### config.mk
export PLATFORM = sky130hd
export DESIGN_NAME = mbap_frame_receiver_core
export DESIGN_NICKNAME = d
export VERILOG_FILES = /design/src/rtl/mbaprx_pkg.sv /design/src/rtl/mbap_frame_receiver_core.sv /design/src/rtl/mbaprx_parse.sv
export SDC_FILE = /design/constraint.sdc
export NUM_CORES = 1
export LEC_CHECK = 0
export BUFFER_PORTS_ARGS = -buffer_cell sky130_fd_sc_hd__buf_2
export CORE_AREA = 2 2 108 121
export CTS_CLUSTER_DIAMETER = 60
export CTS_CLUSTER_SIZE = 28
export DETAILED_ROUTE_END_ITERATION = 8
export DIE_AREA = 0 0 110 123
export PLACE_DENSITY_LB_ADDON = 0.08
export REMOVE_ABC_BUFFERS = 1
export SLEW_MARGIN = 10
export SYNTH_ARGS = -nofsm -noshare
export SYNTH_HDL_FRONTEND = slang
export SYNTH_HIERARCHICAL = 1
export SYNTH_SLANG_ARGS = --single-unit
### constraint.sdc
create_clock -name clk -period 8 [get_ports clk]
set_input_delay 0 -clock clk [delete_from_list [all_inputs] [get_ports clk]]
set_output_delay 0 -clock clk [all_outputs]
set_load 0.03 [all_outputs]
### src/rtl/mbaprx_pkg.sv
`default_nettype none

package mbaprx_pkg;

  localparam int unsigned POS_W = 9;

  // Offsets of the header bytes, the function code and the first payload byte within a frame.
  localparam logic [POS_W-1:0] POS_TID_HI   = 9'd0;
  localparam logic [POS_W-1:0] POS_TID_LO   = 9'd1;
  localparam logic [POS_W-1:0] POS_PROTO_HI = 9'd2;
  localparam logic [POS_W-1:0] POS_PROTO_LO = 9'd3;
  localparam logic [POS_W-1:0] POS_LEN_HI   = 9'd4;
  localparam logic [POS_W-1:0] POS_LEN_LO   = 9'd5;
  localparam logic [POS_W-1:0] POS_UNIT     = 9'd6;
  localparam logic [POS_W-1:0] POS_FUNC     = 9'd7;
  localparam logic [POS_W-1:0] POS_PAYLOAD  = 9'd8;

  localparam logic [7:0]  PROTO_EXPECTED = 8'd0;
  localparam logic [15:0] MIN_LENGTH     = 16'd2;
  localparam logic [7:0]  PDU_MAX_RESET  = 8'd253;

  typedef enum logic {
    KIND_BYTE  = 1'b0,
    KIND_FLUSH = 1'b1
  } in_kind_t;

  typedef enum logic [1:0] {
    RES_PAYLOAD = 2'd0,
    RES_DONE    = 2'd1,
    RES_REJECT  = 2'd2
  } res_kind_t;

  typedef struct packed {
    logic       kind;
    logic [7:0] rx_byte;
  } rx_item_t;

  typedef struct packed {
    logic [1:0]  result_kind;
    logic [7:0]  payload_byte;
    logic [7:0]  payload_index;
    logic [15:0] trans_id;
    logic [7:0]  unit_id;
    logic [7:0]  function_code;
    logic [7:0]  payload_count;
  } res_item_t;

endpackage

`default_nettype wire

### src/rtl/mbap_frame_receiver_core.sv
`default_nettype none

// MBAP receive deframer. Each item is one received stream byte or a flush
// command; the block gathers the 7-byte header, rejects bad headers with an
// error item, and otherwise emits one item per payload byte, the last one
// marked as frame complete; an empty payload's function code byte is itself
// the completion item. Unless stalled it takes one item per clock: an item
// passes an input register, one pass of header/payload decode logic, and an
// output register. A result that waits for res_ready holds the decode stage,
// which then holds the input; with res_ready high it takes an item every cycle.
// pdu_max resets to 253 and may only be written while no item is in flight.
module mbap_frame_receiver_core (
  input  logic                  clk,
  input  logic                  rst,
  input  logic                  rx_valid,
  output logic                  rx_ready,
  input  mbaprx_pkg::rx_item_t  rx_item,
  output logic                  res_valid,
  input  logic                  res_ready,
  output mbaprx_pkg::res_item_t res_item,
  input  logic                  pdu_max_we,
  input  logic [7:0]            pdu_max_wdata
);

  logic                  s1_valid;
  mbaprx_pkg::rx_item_t  s1_item;
  logic                  advance;
  logic                  hit;
  mbaprx_pkg::res_item_t result;
  logic [7:0]            pdu_max;

  // The decode stage moves on whenever the output register is free or is
  // being emptied in this cycle.
  assign advance  = s1_valid && (!res_valid || res_ready);
  assign rx_ready = !s1_valid || advance;

  always_ff @(posedge clk) begin
    if (rst) begin
      s1_valid <= 1'b0;
    end else if (rx_ready) begin
      s1_valid <= rx_valid;
    end
  end

  always_ff @(posedge clk) begin
    if (rx_valid && rx_ready) begin
      s1_item <= rx_item;
    end
  end

  always_ff @(posedge clk) begin
    if (rst) begin
      pdu_max <= mbaprx_pkg::PDU_MAX_RESET;
    end else if (pdu_max_we) begin
      pdu_max <= pdu_max_wdata;
    end
  end

  mbaprx_parse u_parse (
    .clk     (clk),
    .rst     (rst),
    .step    (advance),
    .item    (s1_item),
    .pdu_max (pdu_max),
    .hit     (hit),
    .result  (result)
  );

  always_ff @(posedge clk) begin
    if (rst) begin
      res_valid <= 1'b0;
    end else if (advance) begin
      res_valid <= hit;
    end else if (res_ready) begin
      res_valid <= 1'b0;
    end
  end

  always_ff @(posedge clk) begin
    if (advance && hit) begin
      res_item <= result;
    end
  end

  a_reject_zero_fields: assert property (@(posedge clk) disable iff (rst)
    res_valid && (res_item.result_kind == mbaprx_pkg::RES_REJECT) |->
      (res_item.function_code == 8'd0) && (res_item.payload_count == 8'd0) &&
      (res_item.payload_index == 8'd0))
    else $error("rejection item carries frame fields");

  a_payload_index_range: assert property (@(posedge clk) disable iff (rst)
    res_valid && (res_item.result_kind == mbaprx_pkg::RES_PAYLOAD) |->
      ({1'b0, res_item.payload_index} + 9'd1) < {1'b0, res_item.payload_count})
    else $error("payload item index past end of frame");

  a_stage_holds: assert property (@(posedge clk) disable iff (rst)
    s1_valid && !advance |=> s1_valid && $stable(s1_item))
    else $error("decode stage lost a stalled item");

  a_result_kind_legal: assert property (@(posedge clk) disable iff (rst)
    res_valid |-> (res_item.result_kind == mbaprx_pkg::RES_PAYLOAD) ||
      (res_item.result_kind == mbaprx_pkg::RES_DONE) ||
      (res_item.result_kind == mbaprx_pkg::RES_REJECT))
    else $error("result item with unused kind code");

endmodule

`default_nettype wire

### src/rtl/mbaprx_parse.sv
`default_nettype none

module mbaprx_parse (
  input  logic                 clk,
  input  logic                 rst,
  input  logic                 step,
  input  mbaprx_pkg::rx_item_t item,
  input  logic [7:0]           pdu_max,
  output logic                 hit,
  output mbaprx_pkg::res_item_t result
);

  logic [mbaprx_pkg::POS_W-1:0] byte_position, byte_position_next;
  logic [15:0] held_transaction, held_transaction_next;
  logic        protocol_nonzero, protocol_nonzero_next;
  logic [15:0] held_length, held_length_next;
  logic [7:0]  held_unit, held_unit_next;
  logic [7:0]  held_function, held_function_next;

  logic [7:0]                   b;
  logic [7:0]                   plen;
  logic [mbaprx_pkg::POS_W-1:0] idx;
  logic                         last_byte;
  logic                         bad_header;

  assign b          = item.rx_byte;
  assign plen       = 8'(held_length - mbaprx_pkg::MIN_LENGTH);
  assign idx        = byte_position - mbaprx_pkg::POS_PAYLOAD;
  assign last_byte  = ({1'b0, idx} + 10'd1) >= {2'b00, plen};
  // The limit pdu_max+1 never exceeds 256, so 16 bits hold it.
  assign bad_header = protocol_nonzero || (held_length < mbaprx_pkg::MIN_LENGTH) ||
                      (held_length > ({8'd0, pdu_max} + 16'd1));

  always_comb begin
    byte_position_next    = byte_position;
    held_transaction_next = held_transaction;
    protocol_nonzero_next = protocol_nonzero;
    held_length_next      = held_length;
    held_unit_next        = held_unit;
    held_function_next    = held_function;
    hit                   = 1'b0;
    result                = '0;
    result.trans_id       = held_transaction;
    result.unit_id        = held_unit;

    if (item.kind == mbaprx_pkg::KIND_FLUSH) begin
      byte_position_next = mbaprx_pkg::POS_TID_HI;
    end else begin
      unique case (byte_position)
        mbaprx_pkg::POS_TID_HI: begin
          held_transaction_next = {b, 8'd0};
          byte_position_next    = mbaprx_pkg::POS_TID_LO;
        end
        mbaprx_pkg::POS_TID_LO: begin
          held_transaction_next = {held_transaction[15:8], b};
          byte_position_next    = mbaprx_pkg::POS_PROTO_HI;
        end
        mbaprx_pkg::POS_PROTO_HI: begin
          protocol_nonzero_next = (b != mbaprx_pkg::PROTO_EXPECTED);
          byte_position_next    = mbaprx_pkg::POS_PROTO_LO;
        end
        mbaprx_pkg::POS_PROTO_LO: begin
          protocol_nonzero_next = protocol_nonzero || (b != mbaprx_pkg::PROTO_EXPECTED);
          byte_position_next    = mbaprx_pkg::POS_LEN_HI;
        end
        mbaprx_pkg::POS_LEN_HI: begin
          held_length_next   = {b, 8'd0};
          byte_position_next = mbaprx_pkg::POS_LEN_LO;
        end
        mbaprx_pkg::POS_LEN_LO: begin
          held_length_next   = {held_length[15:8], b};
          byte_position_next = mbaprx_pkg::POS_UNIT;
        end
        mbaprx_pkg::POS_UNIT: begin
          held_unit_next = b;
          result.unit_id = b;
          if (bad_header) begin
            hit                = 1'b1;
            result.result_kind = mbaprx_pkg::RES_REJECT;
            byte_position_next = mbaprx_pkg::POS_TID_HI;
          end else begin
            byte_position_next = mbaprx_pkg::POS_FUNC;
          end
        end
        mbaprx_pkg::POS_FUNC: begin
          held_function_next = b;
          if (held_length == mbaprx_pkg::MIN_LENGTH) begin
            // Empty payload: the function code closes the frame.
            hit                  = 1'b1;
            result.result_kind   = mbaprx_pkg::RES_DONE;
            result.function_code = b;
            byte_position_next   = mbaprx_pkg::POS_TID_HI;
          end else begin
            byte_position_next = mbaprx_pkg::POS_PAYLOAD;
          end
        end
        default: begin
          hit                  = 1'b1;
          result.payload_byte  = b;
          result.payload_index = idx[7:0];
          result.function_code = held_function;
          result.payload_count = plen;
          if (last_byte) begin
            result.result_kind = mbaprx_pkg::RES_DONE;
            byte_position_next = mbaprx_pkg::POS_TID_HI;
          end else begin
            result.result_kind = mbaprx_pkg::RES_PAYLOAD;
            byte_position_next = byte_position + 9'd1;
          end
        end
      endcase
    end
  end

  always_ff @(posedge clk) begin
    if (rst) begin
      byte_position    <= mbaprx_pkg::POS_TID_HI;
      held_transaction <= '0;
      protocol_nonzero <= 1'b0;
      held_length      <= '0;
      held_unit        <= '0;
      held_function    <= '0;
    end else if (step) begin
      byte_position    <= byte_position_next;
      held_transaction <= held_transaction_next;
      protocol_nonzero <= protocol_nonzero_next;
      held_length      <= held_length_next;
      held_unit        <= held_unit_next;
      held_function    <= held_function_next;
    end
  end

endmodule

`default_nettype wire

**Word-level counts from Yosys, hierarchy flattened**

Index checks and enable logic that the tools add are counted.
Widths: inputs -> output; s select.

- $add $sub $neg: 5
- Equality and inequality tests: 8
- Multiplexer cells: 23
- Bitwise logic cells: 3
- Reduce and logical (&&, ||, !) cells: 27
- Magnitude comparators: 3

Operators with widths:

| kind | count |
|---|---|
| $pmux 9 s8 | 1 |
| $pmux 16 s2 | 2 |
| $eq 9x3->1 const B | 4 |
| $mux 24 | 1 |
| $mux 8 | 3 |
| $eq 9x2->1 const B | 2 |
| $mux 9 | 2 |
| $eq 16x2->1 const B | 1 |
| $gt 16x9->1 | 1 |
| $lt 16x2->1 const B | 1 |
| $pmux 8 s2 | 1 |
| $reduce_and 3->1 | 4 |
| $add 9x1->10 const B | 1 |
| $ge 10x8->1 | 1 |
| $add 8x1->9 const B | 1 |
| $add 9x1->9 const B | 1 |
| $eq 9x1->1 const B | 1 |
| $logic_not 9->1 | 1 |
| $reduce_or 9->1 | 1 |
| $sub 9x4->9 const B | 1 |
| $reduce_and 4->1 | 2 |
| $reduce_bool 2->1 | 4 |
| $reduce_bool 8->1 | 1 |
| $reduce_or 8->1 | 1 |
| 15 further kinds | 30 |

- Logic and storage cells: 89
- Bits in registers: 135

**Depth between registers and ports, before layout**

- Word-level depth: 7
- Depth in mapped cells: 13

**Cells and area by module**

The synthesis kept the hierarchy.

Modules (own cells, without submodules):

| module | times used | area each (µm²) | cells each | seq. area each (µm²) |
|---|---|---|---|---|
| mbaprx_parse | 1 | 3643.5 | 455 | 1161.1 |
| mbap_frame_receiver_core | 1 | 2407.3 | 104 | 2212.1 |

**Worst setup path before layout**

No wires, ideal clock.

- Kind: register -> register
- From: register u_parse/byte_position[6] (netlist bit)
- To: register res_item[0] (netlist bit) (enable)
- Library setup time: 0.481 ns
- Data arrival time: 4.803 ns
- Stages on the path, launching flop included: 11
- Setup slack: 2.716 ns
- Cells stage by stage: dfxtp_1 -> clkbuf_1 -> or4_1 -> nor2_1 -> nand3_1 -> nor2_1 -> buf_2 -> o31a_1 -> o21bai_1 -> nand2_1 -> nor2b_1

- Longest elaborated chain between the ends: 5
- Elaborated cells on any way between the ends: 12
- Those cells by class: eq/ne: 7; mux: 2; reduce/logical: 3

RTL lines:

| element | RTL line | RTL |
|---|---|---|
| start, declared | mbaprx_parse.sv:13 | `logic [mbaprx_pkg::POS_W-1:0] byte_position, byte_position_next;` |
| start signal, assigned | mbaprx_parse.sv:117 | `byte_position <= mbaprx_pkg::POS_TID_HI;` |
| start signal, assigned | mbaprx_parse.sv:124 | `byte_position <= byte_position_next;` |
| $eq 9x3->1 (tied with other cells) | mbaprx_parse.sv:49 | `unique case (byte_position)` |
| $reduce_or 6->1 (no line) | - |  |
| $pmux 1 s3 * | mbaprx_parse.sv:49 |  |
| $mux 1 * | mbaprx_parse.sv:46 | `if (item.kind == mbaprx_pkg::KIND_FLUSH) begin` |
| via hit | mbap_frame_receiver_core.sv:28 | `logic hit;` |
| $logic_and 1x1->1 * | mbap_frame_receiver_core.sv:80 | `if (advance && hit) begin` |
| end signal, assigned | mbap_frame_receiver_core.sv:81 | `res_item <= result;` |
| end, declared | mbap_frame_receiver_core.sv:20 | `output mbaprx_pkg::res_item_t res_item,` |

Mark *: on every way through the listed nets, which the timed path passes. The rest lies on a longest branch.
A chain may end at the register's enable or synchronous reset.

**Worst setup path in the final report**

- From: register u_parse/byte_position[5] (netlist bit)
- To: register res_item[50] (netlist bit) (enable)

Same word-level chain as after synthesis.

==> results.cfg <==
[power]
power-per-cell-area_mw_per_mm2 = 218
power.ir.vdd_worst_mv = 0.172
p_total_uw = 1590
total_leakage_power_uw = 0.00288

[final_layout]
final-seq-area_mm2 = 0.00337
final_layout_size_suffix_gt1_frac = 0.209
flow.area_growth_from_synthesis_pct = 21.0
antennaDiodeCount = 0
layout.cells.most_common = buf_2
design.final.nets = 695
footprint_of_the_multi_input_gates_mm2 = 0.00249
layoutNonFillerInstCount = 817
layout.cells.most_common_list = buf_2, nor2_1, dfxtp_1
filler_cell_count = 1045

[floorplan]
rows = 43
io-pin-count = 82
initial_core_util = 0.491
floorplan_die_height_um = 123
core-area_mm2 = 0.0123
dieArea_mm2 = 0.0135
die_x_um = 110

[setup_path]
critical_path_cell_count = 9
worst-r2r-cell-count = 9
crit_path_cell_trace = or4_1, nor2_1, nand3_1, nor2_2, o31a_1, o21bai_1, nand2_1, nor2b_4, buf_4
timing.critical_path.max_delay_family = simple AND/OR/NAND/NOR gates
worstSetupEndpointType = flip-flop
timing.setup.critical_path_class = reg -> reg
worstSetupStartpointType = flip-flop
critical_path_required_ns = 8.03
cp_slowest_stage_delay_ns = 0.64
cp.buffers_inverters = 1
cpMaxStageDelayCell = nor2_2
cp_max_fo = 55
critical_path_arrival_ns = 3.81

[placed_design]
portBuffers = 81
gpl.final_weighted_congestion = 0.866
detailedPlacementHpwl_um = 9150
dp.cells = 765

[timing]
finalMaxSlewViolations = 0
fin_crit_sh = 0.473
fmaxAchievable_mhz = 264
worst_slew_margin_relative_to_its_limit = 0.328
hold_violations = 0
setup_viol = 0
grt_setup_unrepaired = false
fin_setup_tns_ns = 0
worst_clock_skew_ns = 0.00877
worstMarginPinSlew_ns = 1.00
period_minus_slack_ns = 3.78
fin_hold_ws_ns = 0.0340

[synthesis]
synthArstFlopShare = 0
ys_warn_count = 6
gate_count_of_the_mapped_netlist = 559
netlist_area_mm2 = 0.00605
synth.avg_cell_area_um2 = 10.8
edff_count_synth = 67
synthFlopType = dfxtp_1
synth_seq_cells = 135
synth_cell_type_count = 56
sequential_share_of_the_synthesized_area = 0.557

[clock_tree]
ctsLongestPathBuffers = 2
tritoncts.num_buffers = 17
cts_tree = yes
cts_setup_buffers = 0
cts_root_buf = clkbuf_16
clkTransAtPathRegs_ns = 0.06
worst_skew_pair.late_latency_ns = 0.40
cts.sinks = 135
htree_levels = 4

[outcome]
status = finished, final reports clean

[route]
residual_antenna_violating_net_count_after_detailed_routing = 0
wirelength_met1_um = 5910
drcViolationCount = 0
detailedRoute.firstPassIterationCount = 6
viasPerCell = 5.49
drt_first_iter_violations = 364
detail_route.wl_per_cell_um = 16.6
topRoutingLayerUsed = met4
wl_um = 13600
detailroute.via_count = 4487
dr_wl_met2_um = 6710
wl_met3_um = 679

[grt]
grt_first_pass_wirelength_um = 21600
first_global_vias = 4210
pin_count_of_the_biggest_net_entering_global_routing = 67
antenna_found_initial = 0
track_usage = 0.211
grt-ovfl-total = 0

[min_path]
hold_class = in -> reg
whs_path_depth = 3

[job]
cap_viol_max_count = 0
tightest hold or removal path, delay by kind of cell:
family | cells | cell delay (ns)
buf+inv | 1 | 0.19
simple gates | 1 | 0.13
compound gates | 1 | 0.09
where the power goes:
group	leakage, uW	internal [uW]	total, uW	switching (uW)
sequential	0.00117	733	747	14.5
clock	0.000288	499	780	281
combinational	0.00142	29.5	67.1	37.6
total	0.00288	1260	1590	333
worst paths after layout:
check | start | endpoint | slack [ns]
hold reg to reg | u_parse/held_transaction[4]$_SDFFE_PP0P_ | res_item[28]$_DFFE_PP_ | 0.44
setup reg to reg | u_parse/byte_position[5]$_SDFFE_PP0P_ | res_item[50]$_DFFE_PP_ | 4.22
hold / removal | pdu_max_we | pdu_max[4]$_SDFFE_PP1P_ | 0.03
setup / recovery | u_parse/byte_position[5]$_SDFFE_PP0P_ | res_item[50]$_DFFE_PP_ | 4.22
sequential cells by signal (all words and copies together) (netlist names):
| name | flops |
|---|---|
| pdu_max | 8 |
| u_parse/byte_position | 9 |
| s1_valid | 1 |
| u_parse/held_transaction | 16 |
| u_parse/protocol_nonzero | 1 |
| u_parse/held_length | 16 |
| u_parse/held_function | 8 |
| res_item | 58 |
| res_valid | 1 |
| s1_item | 9 |
| u_parse/held_unit | 8 |
layout make-up:
class,instances,area share
tap,157,0.0268
clock inverter,11,0.0200
clock buffer,21,0.0615
timing repair buffer,103,0.0848
inverter,12,0.00615
sequential,135,0.461
multi-input combinational,378,0.340
per-stage QoR:
step	instance area, um^2	setup WS (ns)	utilization
floorplan	5900	2.66	-
global placement	6520	4.10	0.529
detailed placement	6520	3.95	0.529
CTS	7320	3.92	0.594
global route	7320	3.98	0.594
finish	7320	4.22	0.594
Yosys cell counts, drive strengths merged, types with 3 or more instances:
master	number	area, um^2
or4	4	33.8
clkbuf	27	101
nor2b	11	73.8
edfxtp	67	2010
nand2	46	173
xor2	10	87.6
a21oi	29	149
xnor2	12	105
nand4	8	50.1
buf	7	53.8
a211o	8	76.3
nor2	71	267
inv	12	45.0
and2	12	75.1
a22oi	16	120
nand3b	4	30.0
nor4	5	37.5
mux2i	18	193
dfxtp	68	1360
o21ai	15	75.1
ha	26	325
a21o	3	22.5
nand2b	6	37.5
mux2	8	90.1
nor3	15	90.1
nand3	15	80.1
a22o	8	70.1
per-layer routing:
layer / vias to the layer above / GRT usage
li1: 2175 / -
met1: 2147 / 0.268
met3: 18 / 0.0474
met2: 147 / 0.353
met5: - / 0
met4: 0 / 0.0720
timing repair:
action,in CTS,in global routing
gates resized for setup,0,0
endpoints found under the hold margin,19,0
hold buffers,20,0
setup endpoints to repair,0,0
cell families (layout without fill, tap and decap cells):
kind of cell	count (synthesis)	count (layout)	synth area share
simple gates	208	208	0.170
flops	135	135	0.557
compound gates	96	96	0.108
buf+inv	46	147	0.0331
fa+ha+maj	26	26	0.0538
mux	26	26	0.0467
xor+xnor	22	22	0.0318
(Power assumes the default switching activity.)
